$ cat config.mk
export PLATFORM = sky130hd
export DESIGN_NAME = laser_column_centroid
export DESIGN_NICKNAME = d
export VERILOG_FILES = /design/src/lcc_pkg.sv /design/src/lcc_ctrl.sv /design/src/lcc_datapath.sv /design/src/laser_column_centroid.sv
export SDC_FILE = /design/constraint.sdc
export NUM_CORES = 1
export LEC_CHECK = 0
export BUFFER_PORTS_ARGS = -buffer_cell sky130_fd_sc_hd__buf_2
export CAP_MARGIN = 25
export CORE_ASPECT_RATIO = 1.4
export CORE_MARGIN = 5
export CORE_UTILIZATION = 40
export CTS_BUF_LIST = sky130_fd_sc_hd__clkbuf_2
export CTS_CLUSTER_DIAMETER = 80
export DETAILED_ROUTE_END_ITERATION = 12
export PLACE_DENSITY = 0.53
export SYNTH_ARGS = -nofsm -noshare
export SYNTH_HDL_FRONTEND = slang
export SYNTH_SLANG_ARGS = --single-unit
$ cat constraint.sdc
create_clock -name clk_i -period 12.9 [get_ports clk_i]
set_input_delay 0 -clock clk_i [delete_from_list [all_inputs] [get_ports clk_i]]
set_output_delay 0 -clock clk_i [all_outputs]
set_load 0.02 [all_outputs]
$ cat src/lcc_pkg.sv
// lcc_pkg: sizes, register indexes and controller/datapath interface types
// for the laser column centroid block. No dependencies.
package lcc_pkg;

  // Longest column handled; the row counter saturates here.
  localparam int COLUMN_ROWS = 1024;

  // Row counter holds 0 .. COLUMN_ROWS inclusive.
  localparam int ROW_W     = $clog2(COLUMN_ROWS + 1);
  // Bits of a row that can still count (0 .. COLUMN_ROWS-1).
  localparam int ROW_IDX_W = $clog2(COLUMN_ROWS);
  localparam int PIX_W     = 8;
  // At most COLUMN_ROWS pixels count, each up to 255.
  localparam int ISUM_W    = PIX_W + ROW_W;
  // Weighted sum never exceeds (largest counted row) * intensity sum.
  localparam int WSUM_W    = ROW_IDX_W + ISUM_W;
  localparam int FRAC_W    = 8;
  // Dividend of the centroid division, also its quotient register.
  localparam int DVD_W     = WSUM_W + FRAC_W;
  localparam int DIV_STEPS = DVD_W;
  localparam int DCNT_W    = $clog2(DIV_STEPS);
  localparam int RES_W     = 18;

  // Configuration port.
  localparam int CFG_IDX_W  = 2;
  localparam int CFG_DATA_W = 11;
  localparam int ROI_W      = 11;
  localparam logic [CFG_IDX_W-1:0] CFG_THRESHOLD = 2'd0;
  localparam logic [CFG_IDX_W-1:0] CFG_ROI_START = 2'd1;
  localparam logic [CFG_IDX_W-1:0] CFG_ROI_END   = 2'd2;

  localparam logic [PIX_W-1:0] THRESHOLD_RESET = 8'd150;
  localparam logic [ROI_W-1:0] ROI_START_RESET = 11'd0;
  localparam logic [ROI_W-1:0] ROI_END_RESET   = 11'd1024;

  // Common width for row / window compares.
  localparam int CMP_W = (ROW_W > ROI_W) ? ROW_W : ROI_W;

  typedef struct packed {
    logic acc_en;    // pixel transaction: update row counter and sums
    logic col_done;  // column end: load divider, clear sums
    logic div_step;  // one restoring division step
    logic finish;    // capture the result
  } lcc_cmd_t;

  typedef struct packed {
    logic div_done;  // last division step is being done
  } lcc_status_t;

endpackage

$ cat src/lcc_ctrl.sv
// lcc_ctrl: controller of the laser column centroid block; handshakes and
// sequencing of the divider. Depends on lcc_pkg.
module lcc_ctrl (
  input  logic                 clk_i,
  input  logic                 rst_ni,
  input  logic                 in_valid_i,
  input  logic                 column_end_i,
  output logic                 in_ready_o,
  output logic                 out_valid_o,
  input  logic                 out_ready_i,
  input  lcc_pkg::lcc_status_t status_i,
  output lcc_pkg::lcc_cmd_t    cmd_o
);

  localparam logic [1:0] ST_IDLE = 2'd0;
  localparam logic [1:0] ST_DIV  = 2'd1;
  localparam logic [1:0] ST_FIN  = 2'd2;
  localparam logic [1:0] ST_OUT  = 2'd3;

  logic [1:0] state_q, state_d;
  logic       in_fire;

  // Pixels keep flowing; only a column end waits for the divider.
  assign in_ready_o  = (state_q == ST_IDLE) || !column_end_i;
  assign in_fire     = in_valid_i && in_ready_o;
  assign out_valid_o = (state_q == ST_OUT);

  always_comb begin
    state_d         = state_q;
    cmd_o.acc_en    = in_fire;
    cmd_o.col_done  = in_fire && column_end_i;
    cmd_o.div_step  = 1'b0;
    cmd_o.finish    = 1'b0;
    case (state_q)
      ST_IDLE: begin
        if (in_fire && column_end_i) begin
          state_d = ST_DIV;
        end
      end
      ST_DIV: begin
        cmd_o.div_step = 1'b1;
        if (status_i.div_done) begin
          state_d = ST_FIN;
        end
      end
      ST_FIN: begin
        cmd_o.finish = 1'b1;
        state_d      = ST_OUT;
      end
      ST_OUT: begin
        if (out_ready_i) begin
          state_d = ST_IDLE;
        end
      end
      default: begin
        state_d = ST_IDLE;
      end
    endcase
  end

  always_ff @(posedge clk_i or negedge rst_ni) begin
    if (!rst_ni) begin
      state_q <= ST_IDLE;
    end else begin
      state_q <= state_d;
    end
  end

endmodule

$ cat src/lcc_datapath.sv
// lcc_datapath: configuration registers, row counter, accumulators and the
// bit-serial centroid divider. Depends on lcc_pkg.
module lcc_datapath (
  input  logic                              clk_i,
  input  logic                              rst_ni,
  input  logic                              cfg_we_i,
  input  logic [lcc_pkg::CFG_IDX_W-1:0]     cfg_index_i,
  input  logic [lcc_pkg::CFG_DATA_W-1:0]    cfg_data_i,
  input  logic [lcc_pkg::PIX_W-1:0]         pixel_value_i,
  input  lcc_pkg::lcc_cmd_t                 cmd_i,
  output lcc_pkg::lcc_status_t              status_o,
  output logic [lcc_pkg::RES_W-1:0]         centroid_q8_o,
  output logic                              found_o
);

  logic [lcc_pkg::PIX_W-1:0]  thr_q;
  logic [lcc_pkg::ROI_W-1:0]  roi_start_q, roi_end_q;

  logic [lcc_pkg::ROW_W-1:0]  row_q, row_d;
  logic [lcc_pkg::WSUM_W-1:0] wsum_q, wsum_d;
  logic [lcc_pkg::ISUM_W-1:0] isum_q, isum_d;

  logic [lcc_pkg::DVD_W-1:0]  dq_q;
  logic [lcc_pkg::ISUM_W-1:0] rem_q, divisor_q;
  logic [lcc_pkg::DCNT_W-1:0] cnt_q;

  logic [lcc_pkg::CMP_W-1:0]       row_c;
  logic                            counts;
  logic [lcc_pkg::ROW_W+lcc_pkg::PIX_W-1:0] prod;
  logic [lcc_pkg::ISUM_W:0]        rem_sh, diff;
  logic                            ge;

  // Configuration
  always_ff @(posedge clk_i or negedge rst_ni) begin
    if (!rst_ni) begin
      thr_q       <= lcc_pkg::THRESHOLD_RESET;
      roi_start_q <= lcc_pkg::ROI_START_RESET;
      roi_end_q   <= lcc_pkg::ROI_END_RESET;
    end else if (cfg_we_i) begin
      case (cfg_index_i)
        lcc_pkg::CFG_THRESHOLD: thr_q       <= cfg_data_i[lcc_pkg::PIX_W-1:0];
        lcc_pkg::CFG_ROI_START: roi_start_q <= cfg_data_i[lcc_pkg::ROI_W-1:0];
        lcc_pkg::CFG_ROI_END:   roi_end_q   <= cfg_data_i[lcc_pkg::ROI_W-1:0];
        default: begin
        end
      endcase
    end
  end

  // Accumulation, one pixel per cycle
  assign row_c  = lcc_pkg::CMP_W'(row_q);
  assign counts = (row_q != lcc_pkg::ROW_W'(lcc_pkg::COLUMN_ROWS))
                  && (row_c >= lcc_pkg::CMP_W'(roi_start_q))
                  && (row_c <  lcc_pkg::CMP_W'(roi_end_q))
                  && (pixel_value_i > thr_q);
  assign prod   = row_q * pixel_value_i;

  always_comb begin
    wsum_d = wsum_q;
    isum_d = isum_q;
    row_d  = row_q;
    if (counts) begin
      wsum_d = wsum_q + lcc_pkg::WSUM_W'(prod);
      isum_d = isum_q + lcc_pkg::ISUM_W'(pixel_value_i);
    end
    if (row_q != lcc_pkg::ROW_W'(lcc_pkg::COLUMN_ROWS)) begin
      row_d = row_q + 1'b1;
    end
  end

  always_ff @(posedge clk_i or negedge rst_ni) begin
    if (!rst_ni) begin
      row_q  <= '0;
      wsum_q <= '0;
      isum_q <= '0;
    end else if (cmd_i.col_done) begin
      row_q  <= '0;
      wsum_q <= '0;
      isum_q <= '0;
    end else if (cmd_i.acc_en) begin
      row_q  <= row_d;
      wsum_q <= wsum_d;
      isum_q <= isum_d;
    end
  end

  // Restoring division, one quotient bit per step; dq_q shifts the
  // dividend out at the top and the quotient in at the bottom.
  assign rem_sh = {rem_q, dq_q[lcc_pkg::DVD_W-1]};
  assign ge     = (rem_sh >= {1'b0, divisor_q});
  assign diff   = rem_sh - {1'b0, divisor_q};

  always_ff @(posedge clk_i) begin
    if (cmd_i.col_done) begin
      dq_q      <= {wsum_d, {lcc_pkg::FRAC_W{1'b0}}};
      divisor_q <= isum_d;
      rem_q     <= '0;
    end else if (cmd_i.div_step) begin
      dq_q  <= {dq_q[lcc_pkg::DVD_W-2:0], ge};
      rem_q <= ge ? diff[lcc_pkg::ISUM_W-1:0] : rem_sh[lcc_pkg::ISUM_W-1:0];
    end
  end

  always_ff @(posedge clk_i or negedge rst_ni) begin
    if (!rst_ni) begin
      cnt_q <= '0;
    end else if (cmd_i.col_done) begin
      cnt_q <= '0;
    end else if (cmd_i.div_step) begin
      cnt_q <= cnt_q + 1'b1;
    end
  end

  assign status_o.div_done =
    (cnt_q == lcc_pkg::DCNT_W'(lcc_pkg::DIV_STEPS - 1));

  // Result register; quotient saturates, empty column gives zero
  always_ff @(posedge clk_i) begin
    if (cmd_i.finish) begin
      found_o <= (divisor_q != '0);
      if (divisor_q == '0) begin
        centroid_q8_o <= '0;
      end else if (dq_q[lcc_pkg::DVD_W-1:lcc_pkg::RES_W] != '0) begin
        centroid_q8_o <= '1;
      end else begin
        centroid_q8_o <= dq_q[lcc_pkg::RES_W-1:0];
      end
    end
  end

endmodule

$ cat src/laser_column_centroid.sv
// laser_column_centroid: top level, thresholded centre of gravity of one
// image column. Depends on lcc_pkg, lcc_ctrl and lcc_datapath.

// Pixels of a column enter top to bottom, one transaction per clock, and are
// counted when their row lies in [roi_start, roi_end) and their value is
// strictly above intensity_threshold; the row counter saturates at
// COLUMN_ROWS and a pixel on that row never counts. The transaction that
// carries column_end is counted too and then starts the division
// floor(weighted_sum * 256 / intensity_sum), done by a restoring divider one
// quotient bit per clock: the result is captured after DVD_W = 37 division
// steps and is held until taken, saturating at all ones, or 0 with found_o
// low for an empty column. The next column's pixels stream in during the
// division; only its column end waits (in_ready_o low) until the previous
// result has been taken, so columns of 40 pixels or more run at one pixel per
// cycle if each result is taken at once. Configuration writes are always
// accepted and should be made with the block idle;
// index 0 is the threshold, 1 roi_start, 2 roi_end, others are ignored.
module laser_column_centroid (
  input  logic                           clk_i,
  input  logic                           rst_ni,
  // configuration write channel
  input  logic                           cfg_valid_i,
  output logic                           cfg_ready_o,
  input  logic [lcc_pkg::CFG_IDX_W-1:0]  cfg_index_i,
  input  logic [lcc_pkg::CFG_DATA_W-1:0] cfg_data_i,
  // pixel channel
  input  logic                           in_valid_i,
  output logic                           in_ready_o,
  input  logic [lcc_pkg::PIX_W-1:0]      pixel_value_i,
  input  logic                           column_end_i,
  // result channel
  output logic                           out_valid_o,
  input  logic                           out_ready_i,
  output logic [lcc_pkg::RES_W-1:0]      centroid_q8_o,
  output logic                           found_o
);

  lcc_pkg::lcc_cmd_t    cmd;
  lcc_pkg::lcc_status_t status;

  // Register writes never stall.
  assign cfg_ready_o = 1'b1;

  lcc_ctrl u_ctrl (
    .clk_i       (clk_i),
    .rst_ni      (rst_ni),
    .in_valid_i  (in_valid_i),
    .column_end_i(column_end_i),
    .in_ready_o  (in_ready_o),
    .out_valid_o (out_valid_o),
    .out_ready_i (out_ready_i),
    .status_i    (status),
    .cmd_o       (cmd)
  );

  lcc_datapath u_datapath (
    .clk_i        (clk_i),
    .rst_ni       (rst_ni),
    .cfg_we_i     (cfg_valid_i && cfg_ready_o),
    .cfg_index_i  (cfg_index_i),
    .cfg_data_i   (cfg_data_i),
    .pixel_value_i(pixel_value_i),
    .cmd_i        (cmd),
    .status_o     (status),
    .centroid_q8_o(centroid_q8_o),
    .found_o      (found_o)
  );

  // Backpressure only ever holds back a column end.
  a_ready_only_col_end: assert property (@(posedge clk_i) disable iff (!rst_ni)
    !in_ready_o |-> column_end_i)
    else $error("input stalled without a column end on the port");

  // A column end is only taken with no result pending, and none follows at once.
  a_col_end_no_result: assert property (@(posedge clk_i) disable iff (!rst_ni)
    (in_valid_i && in_ready_o && column_end_i) |-> !out_valid_o ##1 !out_valid_o)
    else $error("column end taken while a result was pending");

  // An empty column reports a zero centroid.
  a_empty_zero: assert property (@(posedge clk_i) disable iff (!rst_ni)
    (out_valid_o && !found_o) |-> (centroid_q8_o == '0))
    else $error("non-zero centroid without a counted pixel");

  // Division and capture never overlap a new command to load the divider.
  a_no_load_in_div: assert property (@(posedge clk_i) disable iff (!rst_ni)
    (cmd.div_step || cmd.finish) |-> !cmd.col_done)
    else $error("divider reloaded while busy");

endmodule
=== Yosys cells after proc, flatten, opt, wreduce, memory -nomap -nowiden ===
Cells that the tools add are included.

* Flip-flop bits (word level): 191
* Output and inout port bits: 22
* Word-level logic and storage cells: 75
* Input bits: 27

* Multipliers: 1
* $add $sub $neg: 5
* Equality and inequality tests: 10
* Reduce and logical (&&, ||, !) cells: 20
* Muxes and demuxes: 21
* $lt $le $gt $ge: 4

{| class="wikitable"
|+ Operators by type and width
! kind !! count
|-
| 29-bit two-way mux || 3
|-
| 19-bit two-way mux || 4
|-
| 37-bit two-way mux || 2
|-
| 19-bit nonzero test || 2
|-
| 11-bit two-way mux || 3
|-
| 29-bit by 19-bit adder with 29-bit output || 1
|-
| 20-bit by 19-bit greater-or-equal comparator with 1-bit output || 1
|-
| 19-bit by 8-bit adder with 19-bit output || 1
|-
| 19-bit zero test || 1
|-
| 11-bit by 8-bit multiplier with 19-bit output || 1
|-
| 19-bit subtractor || 1
|-
| 18-bit two-way mux || 1
|-
| 6-bit two-way mux || 2
|-
| 11-bit by 1-bit adder with 11-bit output (second input constant) || 1
|-
| 11-bit greater-or-equal comparator || 1
|-
| 11-bit less-than comparator || 1
|-
| 11-bit inequality test (second input constant) || 1
|-
| 8-bit > comparator || 1
|-
| 2-bit case mux with 4 select lines || 1
|-
| 2-bit AND reduction || 4
|-
| 6-bit by 1-bit adder with 6-bit output (second input constant) || 1
|-
| 2-bit equality test (second input constant) || 3
|-
| 6-bit equality test (second input constant) || 1
|-
| 2-bit two-way mux || 3
|-
| 10 further kinds || 20
|}

=== Depth between registers and ports, before layout ===
* Word-level depth: 7
* Depth in mapped cells: 20
* Depth with buffers taken out: 18

=== By module ===
Synthesis repeated with hierarchy kept, for this count alone.

* Cells, all modules: 1580
* Area total of the unflattened synthesis: 14470.1 µm²

{| class="wikitable"
|+ Modules (own cells, without submodules)
! module !! times used !! cells an instance !! area an instance (µm²) !! sequential area each (µm²)
|-
| lcc_datapath || 1 || 1558 || 14271.2 || 4936.0
|-
| lcc_ctrl || 1 || 20 || 187.7 || 50.0
|-
| laser_column_centroid || 1 || 2 || 11.3 || 0.0
|}

=== Least setup slack after synthesis ===
No wires, ideal clock.

* Path kind: reg-to-reg
* From: register u_datapath.row_q, in the netlist u_datapath.row_c[7]
* To: register u_datapath.dq_q[30] (netlist bit), data pin
* Clock period less this slack: 5361 ps
* Library setup time: 261 ps
* Cell stages (with the launch flop): 18
* Data required time: 12639 ps
* Path slack: 7539 ps
* Buffers on the path: 1
* Arrival: 5100 ps
* Cell sequence: dfrtp_1 clkbuf_1 and2_1 fa_1 fa_1 fa_1 inv_1 fa_1 inv_1 ha_1 a21o_1 a21oi_1 nor3b_1 a311oi_2 a311oi_1 or2_2 nor4_1 a311o_1

* Word-level cells in the longest chain between the ends: 6
* Elaborated cells between the ends (all ways): 10
* Those cells by class: 1 x add/sub; 1 x mul; 2 x order compare; 1 x eq/ne; 2 x mux; 3 x reduce/logical

{| class="wikitable"
|+ Ends and longest elaborated chain
! what !! RTL line !! RTL
|-
| from (decl) || lcc_datapath.sv:19 || <nowiki>logic [lcc_pkg::ROW_W-1:0] row_q, row_d;</nowiki>
|-
| from (signal assigned) || lcc_datapath.sv:81 || <nowiki>row_q <= row_d;</nowiki>
|-
| parallel branches: the longest is 4 deep, another holds 29-bit by 19-bit adder with 29-bit output || - ||
|-
| 29-bit two-way mux (*) || lcc_datapath.sv:62 || <nowiki>if (counts) begin</nowiki>
|-
| 37-bit two-way mux (*) || lcc_datapath.sv:94 || <nowiki>if (cmd_i.col_done) begin</nowiki>
|-
| to (signal assigned) || lcc_datapath.sv:95 || <nowiki>dq_q <= {wsum_d, {lcc_pkg::FRAC_W{1'b0}}};</nowiki>
|-
| to (signal assigned) || lcc_datapath.sv:99 || <nowiki>dq_q <= {dq_q[lcc_pkg::DVD_W-2:0], ge};</nowiki>
|-
| to (decl) || lcc_datapath.sv:23 || <nowiki>logic [lcc_pkg::DVD_W-1:0] dq_q;</nowiki>
|}

Mark *: on every way between the ends.
A chain may end at the register's enable or synchronous reset.

=== Worst setup path in the final report ===
* From: register u_datapath.row_q, in the netlist u_datapath.row_c[6]
* To: register u_datapath.wsum_q[24] (netlist bit)

* Word-level cells in the longest chain between the ends: 7
* Elaborated cells between the ends (all ways): 11
* Those cells by class: 1 x add/sub; 1 x mul; 2 x order compare; 1 x eq/ne; 3 x mux; 3 x reduce/logical

{| class="wikitable"
|+ Ends and longest elaborated chain
! what !! RTL line !! RTL
|-
| parallel branches: the longest is 4 deep, another holds 29-bit by 19-bit adder with 29-bit output || - ||
|-
| 29-bit two-way mux (*) || lcc_datapath.sv:62 ||
|-
| 29-bit two-way mux (*) || lcc_datapath.sv:80 || <nowiki>end else if (cmd_i.acc_en) begin</nowiki>
|-
| 29-bit two-way mux (*) || lcc_datapath.sv:76 || <nowiki>end else if (cmd_i.col_done) begin</nowiki>
|-
| to (signal assigned) || lcc_datapath.sv:82 || <nowiki>wsum_q <= wsum_d;</nowiki>
|-
| to (decl) || lcc_datapath.sv:20 || <nowiki>logic [lcc_pkg::WSUM_W-1:0] wsum_q, wsum_d;</nowiki>
|}

Mark *: on every way between the ends. The select of a mux whose other input is x is not followed.

==> results.md <==
- Outcome: completed
- RSZ-0062 raised after global routing: no
- Critical Path Start Type: flop
- Final worst-path cycle share: 48.35%
- Launch point of the worst path: u_datapath.row_c[6]
- Path type of the worst setup path: reg2reg
- Clock tree root buffer cell: clkbuf_2
- Synth area leaders: dfrtp_1, edfxtp_1, fa_1
- Setup bufs post-CTS: 0
- Total gr overflow: 0
- Post-Route WL: 34900 µm
- Crit Reg-Reg Endpoint: u_datapath.wsum_q[24]
- Area of the multi-input gates: 8117 µm²
- Tmin final: 6.237 ns
- Worst hold path startpoint: pixel_value_i[6]
- Final GP Congestion: 0.8098
- Worst slew margin: 40.13%
- WP data arrival: 7.06 ns
- Placement Setup Slack: 6.966 ns
- Syn Area/Cell: 9.370 µm²
- Nets@finish: 1770
- Num ports: 49
- Synthesized net count: 1712
- Initial Util: 40.42%
- Least-Margin Pin Slew: 0.8980 ns
- Dpl hpwl: 25300 µm
- Avg Vias per Cell: 5.358
- Share of cells above drive strength 1: 8.698%
- Maxcap violations: 0
- R2R depth: 17
- Iteration-0 DRC Markers: 627
- PortBufs: 47
- Total number of vias: 10890
- Global-route wire length before repair: 57590 µm
- Fillcell total: 3473
- Clk Latency, worst-skew pair: 0.86 ns
- # setup viols final: 0
- Worst hold path type: in2reg
- Leading cell types in the layout, fill and taps excluded: inv_1, nand2_1, ha_1, a21oi_1, dfrtp_1
- Drt first pass iters: 5
- Hold buffers post-CTS: 55
- Htree depth: 4
- Synth warn: 0
- Hold Fails Final Rpt: 0
- Setup ws final: 6.663 ns
- Die Wd: 168.6 µm
- Crit path max fanout: 16
- Gr usage total: 18.34%
- Mapped cell area: 14090 µm²
- Count of cell types in the netlist: 72
- Crit path to: u_datapath.wsum_q[24]
- Crit end category: flop
- Total leakage power: 6.926 nW
- Slew Limit Fails: 0
- Largest net degree at the start of global routing: 78
- Placed inst area: 14700 µm²
- Max clock buf depth: 2
- Row count: 81
- Sequential area share after synthesis: 35.38%
- Residual DRC: 0
- Area Overhead vs Synth: 10.22%
- Mapped Cells: 1504
- PwrDens: 197.3 nW/µm²
- Number of flops mapped to enable cells by yosys: 67
- Clock-pin transition on the worst setup and hold timing paths: 0.29 ns
- Post-DRT Antenna Nets: 0
- Share of the synthesized area in the top cell type: 16.34%
- Commonest non-fill, non-tap cell in the layout: inv_1
- Cts repair resizes: 0
- CTS tree: built
- Post-synth ARST share: 50.79%
- Clock sinks: 191
- Vias in the first global route: 10990
- Die Ht: 232.1 µm
- Synth Register Bits: 191
- Worst reg2reg setup slack: 6.66 ns
- Total CTS buffers: 17
- VDD IR max: 191.6 µV
- Maximum clock rate: 160.3 MHz
- Worst endpoint required time: 13.73 ns
- Initial antenna violation count: 3
- Sum Neg Setup Slack: 0 ns
- Synth area leader: dfrtp_1
- WL/cell: 17.16 µm
- Clk_skew: 0.03995 ns
- Pwr Total: 3.065 mW
- Core Region: 34860 µm²
- Die outline area: 39140 µm²
- Register area: 4986 µm²
- Hold Slack: 0.08227 ns
- Ys flop type: dfrtp_1
- FF-to-FF Start: u_datapath.row_c[6]
- Post-route cell area: 15530 µm²
-- per-stage QoR --
| step | util (%) | cells |
|---|---|---|
| after detailed placement | 42.17 | 1943 |
| after global routing | 44.55 | 2033 |
| final | 44.55 | 2033 |
| after floorplan | - | 1504 |
| after CTS | 44.46 | 2030 |
| after global placement | 42.17 | 1943 |
-- state kept, by name, summed over array words and instances (netlist names) --
| name | count |
|---|---|
| u_ctrl.state_q | 2 |
| u_datapath.centroid_q8_o | 18 |
| u_datapath.cnt_q | 6 |
| u_datapath.divisor_q | 19 |
| u_datapath.dq_q | 37 |
| u_datapath.found_o | 1 |
| u_datapath.isum_q | 19 |
| u_datapath.rem_q | 19 |
| u_datapath.roi_end_q | 11 |
| u_datapath.roi_start_q | 11 |
| u_datapath.row_c | 11 |
| u_datapath.thr_q | 8 |
| u_datapath.wsum_q | 29 |
-- worst max-delay path, stage by stage, from the launching register on --
cell and delay, ns:
dfrtp_1 0.64, and2_1 0.26, fa_1 0.50, fa_1 0.51
fa_1 0.55, inv_1 0.05, fa_1 0.52, inv_1 0.04
ha_1 0.35, a21o_1 0.20, a21oi_1 0.31, nor3b_1 0.37
a311oi_2 0.21, a311oi_1 0.60, or2_2 0.26, o21ai_0 0.11
o211ai_1 0.17, dlygate4sd3_1 0.56
-- final cells by class --
| class | count | area share, % |
|---|---|---|
| diodes | 2 | 0.03222 |
| clock buffers | 18 | 0.5800 |
| clock inverters | 14 | 0.8942 |
| inverters | 191 | 4.616 |
| multi-input cells | 1048 | 52.26 |
| flip-flops and latches | 191 | 32.10 |
| well taps | 456 | 3.673 |
| repair buffers | 113 | 5.848 |
-- synthesized netlist by cell type, types with 5 or more instances --
cell / n
inv_1: 190
nand2_1: 109
ha_1: 108
a21oi_1: 94
dfrtp_1: 92
o21ai_0: 87
nor2_1: 86
fa_1: 73
edfxtp_1: 67
clkbuf_1: 62
nand3_1: 55
and2_1: 54
xnor2_1: 30
dfxtp_1: 27
mux2_2: 27
o21a_1: 25
mux2i_1: 23
xor2_1: 21
nand4_1: 19
a21o_1: 17
nor3_1: 17
nor4_1: 15
a22oi_1: 14
a211oi_1: 13
o22ai_1: 13
a31oi_1: 12
o211ai_1: 12
and3_1: 10
or4_1: 10
nand2b_1: 9
nor2b_1: 9
a22o_1: 8
nor3b_1: 8
o311ai_0: 8
or3_1: 8
buf_1: 7
dfstp_2: 5
-- routing by layer --
metal	up-vias	share of wire (%)	track usage, %	wire length (µm)
li1	5348	-	-	-
met1	5394	42	21.83	14590
met2	129	54	34.70	19020
met3	21	2.5	2.572	876
met4	0	1.2	4.314	412
met5	-	0	0	0
-- worst min path at each step --
stage                                    endpoint  slack, ns  cells past startpoint
final                     u_datapath.divisor_q[6]       0.08                      4
after global routing         u_datapath.isum_q[7]       0.06                      5
after CTS                 u_datapath.divisor_q[6]      0.009                      4
after detailed placement    u_datapath.wsum_q[19]       0.09                      1
after global placement      u_datapath.wsum_q[18]       0.10                      1
after floorplan                 u_ctrl.state_q[0]      -0.30                      0
-- cell families after synthesis --
group	synth area share [%]
fa+ha+maj	19.96
compound gates	15.53
simple gates	15.02
other cells	0.02661
flops	35.38
mux	3.791
buf+inv	7.121
xor+xnor	3.170
-- power breakdown --
group / total [mW] / internal, mW / switching [mW]
Clock: 0.310 / 0.0894 / 0.220
Sequential: 0.951 / 0.816 / 0.136
Combinational: 1.80 / 0.732 / 1.07
Total: 3.07 / 1.64 / 1.43
Power figures use the tool's default switching activity.
